--- src/hdl/dfr_pkg.sv ---
// ----------------------------------------------------------------------------
// dfr_pkg
// Shared constants and types of the delimited frame receiver.
// ----------------------------------------------------------------------------
package dfr_pkg;

	localparam int RX_BUF_SIZE  = 32;
	localparam int PLATE_BYTES  = 16;
	localparam int MAX_READ_LEN = 15;

	localparam int BANK_AW = $clog2(RX_BUF_SIZE);
	localparam int ADDR_W  = BANK_AW + 1;
	localparam int WIDX_W  = BANK_AW;
	localparam int PLEN_W  = $clog2(PLATE_BYTES);

	localparam logic [1:0] ST_IDLE = 2'd0;
	localparam logic [1:0] ST_RECV = 2'd1;
	localparam logic [1:0] ST_HELD = 2'd2;

	localparam logic [1:0] OP_BYTE  = 2'd0;
	localparam logic [1:0] OP_TICK  = 2'd1;
	localparam logic [1:0] OP_CLEAR = 2'd2;
	localparam logic [1:0] OP_READ  = 2'd3;

	localparam logic [1:0] CFG_START_BYTE = 2'd0;
	localparam logic [1:0] CFG_END_BYTE   = 2'd1;
	localparam logic [1:0] CFG_COOLDOWN   = 2'd2;

	localparam logic [7:0]  START_BYTE_RST = 8'd255;
	localparam logic [7:0]  END_BYTE_RST   = 8'd254;
	localparam logic [15:0] COOLDOWN_RST   = 16'd10000;

	typedef struct packed {
		logic              we;
		logic              re;
		logic [ADDR_W-1:0] addr;
		logic [7:0]        wdata;
	} mem_req_t;

	typedef struct packed {
		logic       available;
		logic       plate_valid;
		logic [3:0] plate_length;
		logic [1:0] parse_state;
		logic       frame_accepted;
		logic       frame_dropped;
		logic       rd_en;
	} res_t;

endpackage

--- src/hdl/delimited_frame_receiver_cooldown.sv ---
// ----------------------------------------------------------------------------
// delimited_frame_receiver_cooldown
// Start/end delimited serial frame receiver with an acceptance cooldown.
// ----------------------------------------------------------------------------
// One request is taken per clock cycle while in_stall is low; its result is
// registered in the output register, alongside the registered read of the payload buffer.
// Payload bytes and the held plate live in one two-bank memory: an accepted
// frame simply turns its bank into the plate bank, so no copy takes place.
// Results pass through an output register and a skid entry, and in_stall is
// high only while that skid entry is occupied. No clearing pass is needed
// after reset. Configuration writes are taken at once (cfg_ready is always
// high) and are meant to happen while the block is idle.
module delimited_frame_receiver_cooldown import dfr_pkg::*; (
	input  logic        clk,
	input  logic        arst_n,
	input  logic        in_valid,
	output logic        in_stall,
	input  logic [1:0]  opcode,
	input  logic [7:0]  data_byte,
	input  logic [3:0]  char_index,
	output logic        out_valid,
	input  logic        out_stall,
	output logic        available,
	output logic        plate_valid,
	output logic [3:0]  plate_length,
	output logic [7:0]  read_char,
	output logic [1:0]  parse_state,
	output logic        frame_accepted,
	output logic        frame_dropped,
	input  logic        cfg_valid,
	output logic        cfg_ready,
	input  logic [1:0]  cfg_index,
	input  logic [15:0] cfg_data
);

	logic       accept;
	logic       skid_full;
	mem_req_t   req;
	res_t       res;
	res_t       out_res;
	logic [7:0] rdata;

	assign in_stall  = skid_full;
	assign accept    = in_valid & ~skid_full;
	assign cfg_ready = 1'b1;

	dfr_ctrl u_ctrl (
		.clk        (clk),
		.arst_n     (arst_n),
		.accept     (accept),
		.opcode     (opcode),
		.data_byte  (data_byte),
		.char_index (char_index),
		.cfg_we     (cfg_valid),
		.cfg_index  (cfg_index),
		.cfg_data   (cfg_data),
		.req        (req),
		.res        (res)
	);

	dfr_buf u_buf (
		.clk   (clk),
		.req   (req),
		.rdata (rdata)
	);

	dfr_out u_out (
		.clk       (clk),
		.arst_n    (arst_n),
		.accept    (accept),
		.res       (res),
		.rdata     (rdata),
		.out_stall (out_stall),
		.skid_full (skid_full),
		.out_valid (out_valid),
		.out_res   (out_res),
		.out_char  (read_char)
	);

	assign available      = out_res.available;
	assign plate_valid    = out_res.plate_valid;
	assign plate_length   = out_res.plate_length;
	assign parse_state    = out_res.parse_state;
	assign frame_accepted = out_res.frame_accepted;
	assign frame_dropped  = out_res.frame_dropped;

endmodule

--- src/hdl/dfr_buf.sv ---
// ----------------------------------------------------------------------------
// dfr_buf
// Two-bank byte buffer: one bank fills with payload, the other holds the plate.
// ----------------------------------------------------------------------------
module dfr_buf import dfr_pkg::*; (
	input  logic       clk,
	input  mem_req_t   req,
	output logic [7:0] rdata
);

	logic [7:0] mem [2**ADDR_W];
	logic [7:0] rdata_q;

	always_ff @(posedge clk) begin
		if (req.we) begin
			mem[req.addr] <= req.wdata;
		end
		if (req.re) begin
			rdata_q <= mem[req.addr];
		end
	end

	assign rdata = rdata_q;

endmodule

--- src/hdl/dfr_ctrl.sv ---
// ----------------------------------------------------------------------------
// dfr_ctrl
// Frame parser, plate bookkeeping, cooldown counter and configuration.
// ----------------------------------------------------------------------------
module dfr_ctrl import dfr_pkg::*; (
	input  logic        clk,
	input  logic        arst_n,
	input  logic        accept,
	input  logic [1:0]  opcode,
	input  logic [7:0]  data_byte,
	input  logic [3:0]  char_index,
	input  logic        cfg_we,
	input  logic [1:0]  cfg_index,
	input  logic [15:0] cfg_data,
	output mem_req_t    req,
	output res_t        res
);

	logic [7:0]        start_q;
	logic [7:0]        end_q;
	logic [15:0]       cool_cfg_q;
	logic [1:0]        state_q, state_d;
	logic [WIDX_W-1:0] widx_q, widx_d;
	logic [PLEN_W-1:0] plen_q, plen_d;
	logic              pvalid_q, pvalid_d;
	logic [15:0]       cool_q, cool_d;
	logic              bank_q, bank_d;
	logic              acc, drop, rd_en, wr_en;
	logic [3:0]        shown_cur, shown_d;

	// Length as seen from outside: zero with no plate, capped at the read limit.
	always_comb begin
		shown_cur = '0;
		if (pvalid_q) begin
			shown_cur = (32'(plen_q) > MAX_READ_LEN) ? 4'(MAX_READ_LEN) : 4'(plen_q);
		end
		shown_d = '0;
		if (pvalid_d) begin
			shown_d = (32'(plen_d) > MAX_READ_LEN) ? 4'(MAX_READ_LEN) : 4'(plen_d);
		end
	end

	always_comb begin
		state_d  = state_q;
		widx_d   = widx_q;
		plen_d   = plen_q;
		pvalid_d = pvalid_q;
		cool_d   = cool_q;
		bank_d   = bank_q;
		acc      = 1'b0;
		drop     = 1'b0;
		rd_en    = 1'b0;
		wr_en    = 1'b0;
		case (opcode)
			OP_BYTE: begin
				case (state_q)
					ST_IDLE: begin
						if (data_byte == start_q) begin
							state_d = ST_RECV;
							widx_d  = '0;
						end
					end
					ST_RECV: begin
						if (data_byte == end_q) begin
							if (widx_q != '0 && 32'(widx_q) < PLATE_BYTES && cool_q == '0) begin
								// The filled bank becomes the plate bank; no copy needed.
								plen_d   = PLEN_W'(widx_q);
								pvalid_d = 1'b1;
								state_d  = ST_HELD;
								cool_d   = cool_cfg_q;
								bank_d   = ~bank_q;
								acc      = 1'b1;
							end else begin
								state_d = ST_IDLE;
								drop    = 1'b1;
							end
							widx_d = '0;
						end else if (32'(widx_q) < RX_BUF_SIZE - 1) begin
							wr_en  = 1'b1;
							widx_d = widx_q + 1'b1;
						end
					end
					default: ;
				endcase
			end
			OP_TICK: begin
				if (cool_q != '0) begin
					cool_d = cool_q - 1'b1;
				end
			end
			OP_CLEAR: begin
				state_d  = ST_IDLE;
				pvalid_d = 1'b0;
				plen_d   = '0;
			end
			default: begin
				rd_en = (char_index < shown_cur) && (32'(char_index) < PLATE_BYTES);
			end
		endcase
	end

	always_comb begin
		req.we    = accept & wr_en;
		req.re    = accept & rd_en;
		req.wdata = data_byte;
		if (opcode == OP_READ) begin
			req.addr = {~bank_q, BANK_AW'(char_index)};
		end else begin
			req.addr = {bank_q, widx_q};
		end
		res.available      = (state_d == ST_HELD);
		res.plate_valid    = pvalid_d;
		res.plate_length   = shown_d;
		res.parse_state    = state_d;
		res.frame_accepted = acc;
		res.frame_dropped  = drop;
		res.rd_en          = rd_en;
	end

	always_ff @(posedge clk or negedge arst_n) begin
		if (!arst_n) begin
			start_q    <= START_BYTE_RST;
			end_q      <= END_BYTE_RST;
			cool_cfg_q <= COOLDOWN_RST;
			state_q    <= ST_IDLE;
			widx_q     <= '0;
			plen_q     <= '0;
			pvalid_q   <= 1'b0;
			cool_q     <= '0;
			bank_q     <= 1'b0;
		end else begin
			if (cfg_we) begin
				case (cfg_index)
					CFG_START_BYTE: start_q    <= cfg_data[7:0];
					CFG_END_BYTE:   end_q      <= cfg_data[7:0];
					CFG_COOLDOWN:   cool_cfg_q <= cfg_data;
					default: ;
				endcase
			end
			if (accept) begin
				state_q  <= state_d;
				widx_q   <= widx_d;
				plen_q   <= plen_d;
				pvalid_q <= pvalid_d;
				cool_q   <= cool_d;
				bank_q   <= bank_d;
			end
		end
	end

endmodule

--- src/hdl/dfr_out.sv ---
// ----------------------------------------------------------------------------
// dfr_out
// Result stage with a skid entry, so the input stall comes from a register.
// ----------------------------------------------------------------------------
module dfr_out import dfr_pkg::*; (
	input  logic       clk,
	input  logic       arst_n,
	input  logic       accept,
	input  res_t       res,
	input  logic [7:0] rdata,
	input  logic       out_stall,
	output logic       skid_full,
	output logic       out_valid,
	output res_t       out_res,
	output logic [7:0] out_char
);

	logic       v_s1;
	res_t       res_s1;
	logic [7:0] char_s1;
	logic       sk_v_q;
	res_t       sk_res_q;
	logic [7:0] sk_char_q;
	logic       taken;

	// The memory read data lines up with the result registered in the same edge.
	assign char_s1   = res_s1.rd_en ? rdata : 8'd0;
	assign out_valid = sk_v_q | v_s1;
	assign out_res   = sk_v_q ? sk_res_q : res_s1;
	assign out_char  = sk_v_q ? sk_char_q : char_s1;
	assign taken     = out_valid & ~out_stall;
	assign skid_full = sk_v_q;

	always_ff @(posedge clk or negedge arst_n) begin
		if (!arst_n) begin
			v_s1   <= 1'b0;
			sk_v_q <= 1'b0;
		end else if (sk_v_q) begin
			if (taken) begin
				sk_v_q <= 1'b0;
			end
		end else if (accept) begin
			v_s1 <= 1'b1;
			if (v_s1 && !taken) begin
				sk_v_q <= 1'b1;
			end
		end else if (taken) begin
			v_s1 <= 1'b0;
		end
	end

	always_ff @(posedge clk) begin
		if (accept) begin
			res_s1 <= res;
			if (v_s1 && !taken) begin
				sk_res_q  <= res_s1;
				sk_char_q <= char_s1;
			end
		end
	end

endmodule

--- config.mk ---
export PLATFORM = sky130hd
export DESIGN_NAME = delimited_frame_receiver_cooldown
export DESIGN_NICKNAME = d
export VERILOG_FILES = /design/src/hdl/dfr_pkg.sv /design/src/hdl/delimited_frame_receiver_cooldown.sv /design/src/hdl/dfr_buf.sv /design/src/hdl/dfr_ctrl.sv /design/src/hdl/dfr_out.sv
export SDC_FILE = /design/constraint.sdc
export NUM_CORES = 1
export LEC_CHECK = 0
export ABC_AREA = 0
export BUFFER_PORTS_ARGS = -buffer_cell sky130_fd_sc_hd__buf_2
export CORE_MARGIN = 4
export CORE_UTILIZATION = 51
export DETAILED_ROUTE_END_ITERATION = 10
export GPL_ROUTABILITY_DRIVEN = 0
export PLACE_DENSITY = 0.73
export SYNTH_ARGS = -nofsm -noshare
export SYNTH_HDL_FRONTEND = slang
export SYNTH_SLANG_ARGS = --single-unit
--- constraint.sdc ---
create_clock -name clk -period 9.5 [get_ports clk]
set_clock_uncertainty 0.2 [all_clocks]
set_input_delay 1.425 -clock clk [delete_from_list [all_inputs] [get_ports clk]]
set_output_delay 1.425 -clock clk [all_outputs]
set_load 0.005 [all_outputs]
# --- Yosys cells after proc, flatten, opt, wreduce, memory -nomap -nowiden ---
# Memories as Yosys holds them, arrays and structs flattened. A register that Yosys moved wholly into a read port is not among the register bits.
# Index checks and enable logic that the tools add are counted.
op_classes:
  n_addsub: 2
  magnitude_cmp: 3
  eq_ne: 15
  muxes: 42
  bitwise_logic: 8
  n_reduce_logical: 23
ops:
  columns: ["op", "n"]
  rows:
  - ["$mux W16", 4]
  - ["$pmux W16 S2", 1]
  - ["$mux W1", 18]
  - ["$eq A8 B8 Y1", 2]
  - ["$logic_not A16 Y1", 1]
  - ["$mux W4", 4]
  - ["$mux W8", 2]
  - ["$reduce_bool A16 Y1", 1]
  - ["$sub A16 B1 Y16 const B", 1]
  - ["$mux W5", 3]
  - ["$mux W11", 1]
  - ["$lt A5 B5 Y1 const B", 2]
  - ["$ne A2 B1 Y1 const B", 5]
  - ["$pmux W5 S2", 1]
  - ["$reduce_and A2 Y1", 5]
  - ["$reduce_and A5 Y1", 2]
  - ["$eq A2 B2 Y1 const B", 4]
  - ["$pmux W2 S2", 2]
  - ["$pmux W4 S2", 1]
  - ["$eq A2 B1 Y1 const B", 3]
  - ["$logic_not A2 Y1", 3]
  - ["$mux W2", 3]
  - ["$mux W6", 1]
  - ["$reduce_and A6 Y1", 1]
  - ["13 further kinds", 22]
totals:
  reg_bits: 93
  mem_bits_rw: 512
  input_bits: 37
  output_inout_bits: 21
  elab_cells: 120
  memories: 1
mem_list:
  columns: ["memory", "depth", "width", "read_ports", "rd_clocked_by_memory_dff", "write_ports", "line", "text"]
  rows:
  - ["u_buf.mem", 64, 8, 1, 1, 1, "dfr_buf.sv:11", "logic [7:0] mem [2**ADDR_W];"]

# --- Depth between registers and ports, before layout ---
# Gate-level depths: netlist (run 1).
logic_depth:
  word_depth: 8
  depth_mapped: 12

# --- Cells and area by module ---
# From an unflattened synthesis (run 1), not the netlist that was laid out.
hier_totals:
  cells_unflattened: 1584
  hier_area_um2: 25341.8
by_module_without_submodules:
  columns: ["mod", "n_inst", "cells_per_inst", "area_each_um2"]
  rows:
  - ["dfr_buf", 1, 1171, 20529.7]
  - ["dfr_ctrl", 1, 342, 3512.1]
  - ["dfr_out", 1, 68, 1275.0]
  - ["delimited_frame_receiver_cooldown", 1, 3, 25.0]

# --- Least setup slack after synthesis (run 1) ---
# No wires, ideal clock.
synth_timing:
  path_kind: "input-to-reg"
  from: "input port opcode[0]"
  to: "memory u_buf.mem[11][0] (enable)"
  setup_ns: 0.371
  t_arrival_ns: 3.510
  setup_slack_ns: 5.419
  path_stages: 9
  n_path_buf: 5
  path_cell_list: "buf_4 > a21bo_2 > buf_2 > o32ai_2 > buf_2 > buf_4 > buf_4 > nand2_1 > nor2_1"
synth_between:
  elab_chain_cells: 5
  word_cells_on_any_way: 7
  cone_classes: "eq/ne (1); mux (4); bitwise (1); reduce/logical (1)"
synth_rtl:
  columns: ["item", "line", "text"]
  rows:
  - ["start: declaration", "delimited_frame_receiver_cooldown.sv:18", "input logic [1:0] opcode,"]
  - ["$logic_not A2 Y1", "dfr_ctrl.sv:54", "case (opcode)"]
  - ["$mux W1", "dfr_ctrl.sv:54", null]
  - ["$and A1 B1 Y1", "dfr_ctrl.sv:103", "req.we = accept & wr_en;"]
  - ["$mux W1", "dfr_buf.sv:15", "if (req.we) begin"]
  - ["$mux W1 (implied by the code)", "dfr_buf.sv:16", "mem[req.addr] <= req.wdata;"]
  - ["end: declaration", "dfr_buf.sv:11", null]
# Several ways; a longest one is shown, not always the timed one.

# --- Worst setup path after layout (run 1) ---
layout_timing:
  from: "input port opcode[1]"
  to: "register u_buf.rdata_q[2] (netlist: u_buf.rdata[2]) (read register of u_buf.mem), data pin"
layout_between:
  elab_chain_cells: 4
  word_cells_on_any_way: 8
  cone_classes: "eq/ne (3); mux (2); bitwise (1); reduce/logical (2)"
layout_rtl:
  columns: ["item", "line", "text"]
  rows:
  - ["$eq A2 B2 Y1 (tied with other cells)", "dfr_ctrl.sv:54", null]
  - ["$reduce_or A3 Y1 (no line)", null, null]
  - ["$mux W1", "dfr_ctrl.sv:54", null]
  - ["$and A1 B1 Y1", "dfr_ctrl.sv:104", "req.re = accept & rd_en;"]
  - ["end: declaration", "dfr_buf.sv:12", "logic [7:0] rdata_q;"]
# Several ways; a longest one is shown, not always the timed one.
# A chain may end at the register's enable or synchronous reset.

==> results of run 1 <==
==> through the flow <==
step           cell area, um^2  utilization, %  setup slack (ns)  instances
2_1_floorplan            24630               -             5.419       1646
3_3_place_gp             25600           53.72             4.089       2259
3_5_place_dp             25600           53.72             4.029       2259
4_1_cts                  27490           57.70             4.683       2365
5_1_grt                  27490           57.70             4.360       2365
6_report                 27490           57.70             4.450       2365
==> registers in the layout, indices dropped and copies added (netlist names) <==
| name | count |
|---|---|
| u_out.v_s1 | 1 |
| u_out.sk_res_q | 10 |
| u_buf.rdata | 8 |
| u_ctrl.state_q | 2 |
| u_out.skid_full | 1 |
| u_out.sk_char_q | 8 |
| u_ctrl.end_q | 8 |
| u_ctrl.start_q | 8 |
| u_ctrl.plen_q | 4 |
| u_ctrl.widx_q | 5 |
| u_ctrl.pvalid_q | 1 |
| u_buf.mem | 512 |
| u_ctrl.bank_q | 1 |
| u_out.res_s1 | 11 |
| u_ctrl.cool_q | 16 |
| u_ctrl.cool_cfg_q | 16 |
==> report_power, final <==
part | internal (uW) | total [uW] | leakage [uW] | switching, uW
registers | 3010 | 3070 | 0.00571 | 55.7
logic | 154 | 435 | 0.00264 | 281
clock network | 1310 | 2320 | 0.000913 | 1020
==> cell families (layout without fill, tap and decap cells) <==
logic type	Yosys count	after routing	synth area share, %
flops	612	612	73.61
mux	111	111	4.924
simple gates	377	377	7.062
compound gates	395	395	11.45
buf+inv	110	214	1.960
fa+ha+maj	7	7	0.3564
other cells	2	17	0.03056
xor+xnor	17	17	0.6059
==> worst register-to-register path: stages (launching register included) <==
cell	delay [ns]
dfrtp_1	0.87
nand2_1	0.28
mux2_2	0.65
nor2_2	0.54
nand2_1	0.57
nor2_1	0.84
==> routing by layer <==
| layer | up-vias | global-route usage, % | share of wire [%] |
|---|---|---|---|
| li1 | 6569 | - | - |
| met1 | 7731 | 37.30 | 36 |
| met2 | 1431 | 40.57 | 44 |
| met3 | 299 | 7.608 | 15 |
| met4 | 2 | 11.40 | 5.6 |
| met5 | - | 0 | 0.048 |
==> worst paths after layout <==
path,start,end,slack [ns],cells past startpoint
hold / removal,u_out.res_s1[8]$_SDFFCE_PN0P_,u_out.sk_res_q[8]$_DFFE_PP_,0.24,0
max in group asynchronous,arst_n,u_ctrl.plen_q[0]$_DFFE_PN0P_,7.77,2
setup / recovery,opcode[1],u_buf.rdata[2]$_DFFE_PP_,4.45,9
setup reg to reg,u_ctrl.widx_q[2]$_DFFE_PN0P_,u_buf.mem[30][0]$_DFFE_PP_,5.19,5
hold reg to reg,u_out.res_s1[8]$_SDFFCE_PN0P_,u_out.sk_res_q[8]$_DFFE_PP_,0.24,0
min in group asynchronous,arst_n,u_ctrl.cool_q[9]$_DFFE_PN0P_,0.78,2
==> area by class of cell <==
class / count / area (um^2) / area share [%]
well taps: 615 / 769.5 / 2.799
inverters: 16 / 60.06 / 0.2185
clock buffers: 67 / 1506 / 5.479
multi-input cells: 924 / 6117 / 22.25
flip-flops and latches: 612 / 18090 / 65.79
clock inverters: 39 / 389.1 / 1.415
repair buffers: 92 / 563.0 / 2.048
==> cells in the final DEF, fill, tap and decap left out, drive strengths merged, types with 14 or more instances in the layout <==
cell	synthesis	layout
inv	16	19
mux2i	45	45
o21ai	32	32
a221oi	25	25
conb	2	17
a222oi	19	19
nor2	112	112
clkbuf	47	67
nand2	141	141
nor3	17	17
xnor2	16	16
buf	47	92
edfxtp	549	549
a22oi	71	71
clkinv	0	22
nor4	19	19
o22ai	20	20
dfrtp	43	43
nand3	14	14
mux2	66	66
a22o	17	17
a21oi	96	96
a31oi	25	25
dfstp	20	20
==> impl_metrics.ini, run 1 <==
[outcome]
status = completed

[worst_setup_path]
worstSetupEndpointType = register
critical_path_class = input port to register
crit_chain = buf_2, nand3_1, nand2_2, nor2_2, buf_4, a22o_1, o41ai_1, nand4_1, or4_1
worstSetupStartpointType = input port
slowest_stage = nand2_2
crit_buf_inv = 2
path_max_fanout = 37
cp.required_ns = 9.66
cp_top_family = simple AND/OR/NAND/NOR gates
slowest_delay_ns = 0.89
crit_arrival_ns = 5.21

[floorplanning]
io_pins = 58
core_region_area_um2 = 47650
die_area_um2 = 51760
die_h_um = 227.5
core.rowCount = 80
die_width_um = 227.5
start_util_pct = 51.57

[yosys]
synth-seq-cells = 612
synth-edff-count = 549
async_reset_ff_share_pct = 10.29
netlist_instances = 1631
syn-cell-area_um2 = 24570
yosys.area.top_type = edfxtp_1
synth_top_area_share_pct = 67.09
seq_area_frac_synth_pct = 73.61
synth_area_per_cell_um2 = 15.07
synth-warning-count = 0
ys.flop_type = edfxtp_1
yosysUniqueCellTypes = 72
yosysMostFrequentCell = edfxtp_1
synth_common_cells = edfxtp_1 (549), nand2_1 (140), nor2_1 (109)
synthTopCellsByArea = edfxtp_1 (67%), dfrtp_1 (4.4%), mux2_2 (3.0%), a22oi_1 (2.2%), dfstp_2 (2.1%)

[timing]
rsz0062_at_grt = false
slew_headroom_pct = 16.96
hold_ws_ns = 0.2426
tns_ns = 0
period_share_pct = 53.16
fmax_mhz = 198.0
drv_slew = 0
worst-slew-pin-transition_ns = 1.234
setup_violations = 0
fin_crit_ns = 5.050
hold_viol_final = 0

[clock_network]
cts_made_buffers = 58
postCtsResizedCells = 0
hold_buffers = 0
clockBufferDepth = 3
cts_tree = done
post_cts_buffers = 0
htree_levels = 2
cts.sinks = 612
path_clk_slew_ns = 0.07
clock_latency_ns = 0.63
cts.root.buffer_cell = clkbuf_16

[final_layout]
num_antenna_cells = 0
drive_gt1_share_pct = 16.80
syn_to_final_growth_pct = 11.88
fillers = 3605
nets = 1748

[placement]
place_hpwl_mm = 43.20
port_buffers = 56

[global_route]
grt_pass1_vias = 15494
grt_pass1_wl_mm = 102.6
antenna_found_initial = 2
grt.overflow.total = 0
grt_max_degree = 108
grt_usage_pct = 26.94

[drt]
wl_per_cell_um = 29.82
wirelength_mm = 70.52
drc_errors = 0
drtAntennaViolNets = 0
drtIter0Drc = 3128
drt_pre_antenna_iters = 8
via_count = 16032
vias_per_cell = 6.779

[pwr]
ir_drop_v = 0.0001476
p_per_area_nw_per_um2 = 211.9
p_total_uw = 5825
p_leak_uw = 0.009257

[worst_hold_path]
hp-class = register to register

[job]
max_cap_viol_count = 0
Power figures use the tool's default switching activity.
==> inputs of run 2 (changes only) <==
Settings changed: PLACE_DENSITY 0.73 to 0.76.
Clock period 9.5 ns to 4.38 ns, I/O delays scaled along.
==> run 2 against run 1 <==
Net effect: first-iteration DRC count fell by 14%; global-route usage fell by 1.6 points; highest routed layer unchanged; wire length fell by 5.8%; final area rose by 2.8%; clock power rose by 120%; sequential share of layout area fell by 1.8 points; combinational power rose by 120%; core utilization rose by 1.6 points; count of clock-buffer cells in the layout rose by 14; flip-flop and latch count did not move.
==> impl_metrics.ini, run 2 (synthesized netlist as in run 1, its figures left out) <==
[timing]
period_share_pct = 91.45
slew_headroom_pct = 13.01
fmax_mhz = 249.6
drv_slew = 0
hold_ws_ns = 0.08894
hold_viol_final = 0
worst-slew-pin-transition_ns = 1.305
tns_ns = 0
fin_crit_ns = 4.006
setup_slack_ns = 0.3743
setup_violations = 0
rsz0062_at_grt = false

[placement]
port_buffers = 56
dp_cells = 2357
dp_slack_ns = 0.04847
place_hpwl_mm = 42.77

[final_layout]
largest_reg_flops = 512
regMostFlops = u_buf.mem
nets = 1848
drive_gt1_share_pct = 20.44
final_common_cell = edfxtp_1
num_antenna_cells = 0
reg_top3 = u_buf.mem (512), u_ctrl.cool_cfg_q (16), u_ctrl.cool_q (16)
syn_to_final_growth_pct = 15.00
fin_cells = 2464
final_cell_mix = edfxtp_1 (549), nand2_1 (139), buf_4 (133), nor2_1 (107), a21oi_1 (96)

[clock_network]
path_clk_slew_ns = 0.06
post_cts_buffers = 0
clock_latency_ns = 0.61
cts.sinks = 612
clockBufferDepth = 3
cts.root.buffer_cell = clkbuf_16
htree_levels = 2
cts_tree = done
cts_made_buffers = 59
postCtsResizedCells = 0

[floorplanning]
start_util_pct = 51.57
core.rowCount = 80
die_width_um = 227.5
core_region_area_um2 = 47650
io_pins = 58
die_area_um2 = 51760
die_h_um = 227.5

[worst_setup_path]
r2r_slack_ns = 0.37
slowest_delay_ns = 0.71
slowest_stage = nor4_1
crit_arrival_ns = 4.06
worstSetupStartpointType = register
worstSetupEndpointType = register
crit_start = u_ctrl.widx_q[2]$_DFFE_PN0P_
crit_buf_inv = 2
cp.required_ns = 4.43
cp_top_family = simple AND/OR/NAND/NOR gates
regToRegStartpoint = u_ctrl.widx_q[2]$_DFFE_PN0P_
path_common_cell = buf_4
path_max_fanout = 17
crit_chain = nand2_1, mux2_2, buf_4, buf_4, o22a_1, a21oi_1, nor4_1, o2111ai_1
rr_worst_depth = 8
r2r_end = u_buf.rdata[4]$_DFFE_PP_
critical_path_class = register to register

[worst_hold_path]
hold_end = u_ctrl.cool_cfg_q[9]$_DFFE_PN1P_
hp-class = input port to register
holdPathStages = 2
min_from = cfg_data[9]

[global_route]
grt_max_degree = 66
grt_pass1_vias = 15609
antenna_found_initial = 3
grt_usage_pct = 25.38
grt.overflow.total = 0
grt_pass1_wl_mm = 97.86

[drt]
drtIter0Drc = 2680
drt_pre_antenna_iters = 7
wl_per_cell_um = 26.97
via_count = 15996
vias_per_cell = 6.492
drtAntennaViolNets = 0
drc_errors = 0
wirelength_mm = 66.46

[outcome]
status = completed

[pwr]
netSwitchingFraction_pct = 22.07
p_per_area_nw_per_um2 = 447.7
switchingPower_uw = 2792
p_clk_share_pct = 39.9
ir_drop_v = 0.0003081
p_leak_uw = 0.009774
pwr-share-seq_pct = 52.6
p_int_uw = 9859
combPwrFrac_pct = 7.4

[job]
max_cap_viol_count = 0
## run 2: cell types whose count changed in the layout (fill, tap and decap cells not counted), sizes merged
cell and delta:
clkbuf +14, clkinvlp -7, inv -2, bufinv +1, clkinv -6, buf +98, dlygate4sd3 +1
## run 2: metrics by stage
step / util, % / total power (uW) / cell area [um^2]
global route: 59.31 / 13040 / 28260
finish: 59.31 / 12650 / 28260
CTS: 59.31 / 12670 / 28260
detailed placement: 55.27 / 7701 / 26330
floorplan: - / 7290 / 24630
global placement: 55.27 / 7665 / 26330
## run 2: cell type report
class                      instances  area [um^2]
timing repair buffer             191         1309
fill                            3481        19390
clock inverter                    25        304.0
clock buffer                      81         1610
multi-input combinational        924         6117
tap                              615        769.5
inverter                          16        60.06
sequential                       612        18090
## run 2: worst max-delay path by stage
stage | endpoint | cells past startpoint
floorplan | u_buf.mem[11][0]$_DFFE_PP_ | 9
global placement | u_buf.rdata[4]$_DFFE_PP_ | 10
detailed placement | u_buf.rdata[4]$_DFFE_PP_ | 10
CTS | u_buf.rdata[4]$_DFFE_PP_ | 9
global route | u_buf.rdata[4]$_DFFE_PP_ | 9
finish | u_buf.rdata[4]$_DFFE_PP_ | 8
## run 2: per-layer routing
layer  track usage [%]  wire (um)
met1             33.84      24410
met2             39.97      30600
met3             6.512       8399
met4             11.07       3041
met5                 0         13
## run 2: power groups by stage
stage / Clock (uW) / Combinational (uW) / Sequential, uW
floorplan: 0 / 558 / 6730
global placement: 0 / 896 / 6770
detailed placement: 0 / 923 / 6780
CTS: 5080 / 931 / 6660
global route: 5350 / 1010 / 6680
finish: 5050 / 942 / 6660
## run 2: repair_timing
item / 4_1_cts / 5_1_grt
hold buffers: 1 / 0
setup endpoints to repair: 0 / 0
endpoints found under the hold margin: 20 / 0
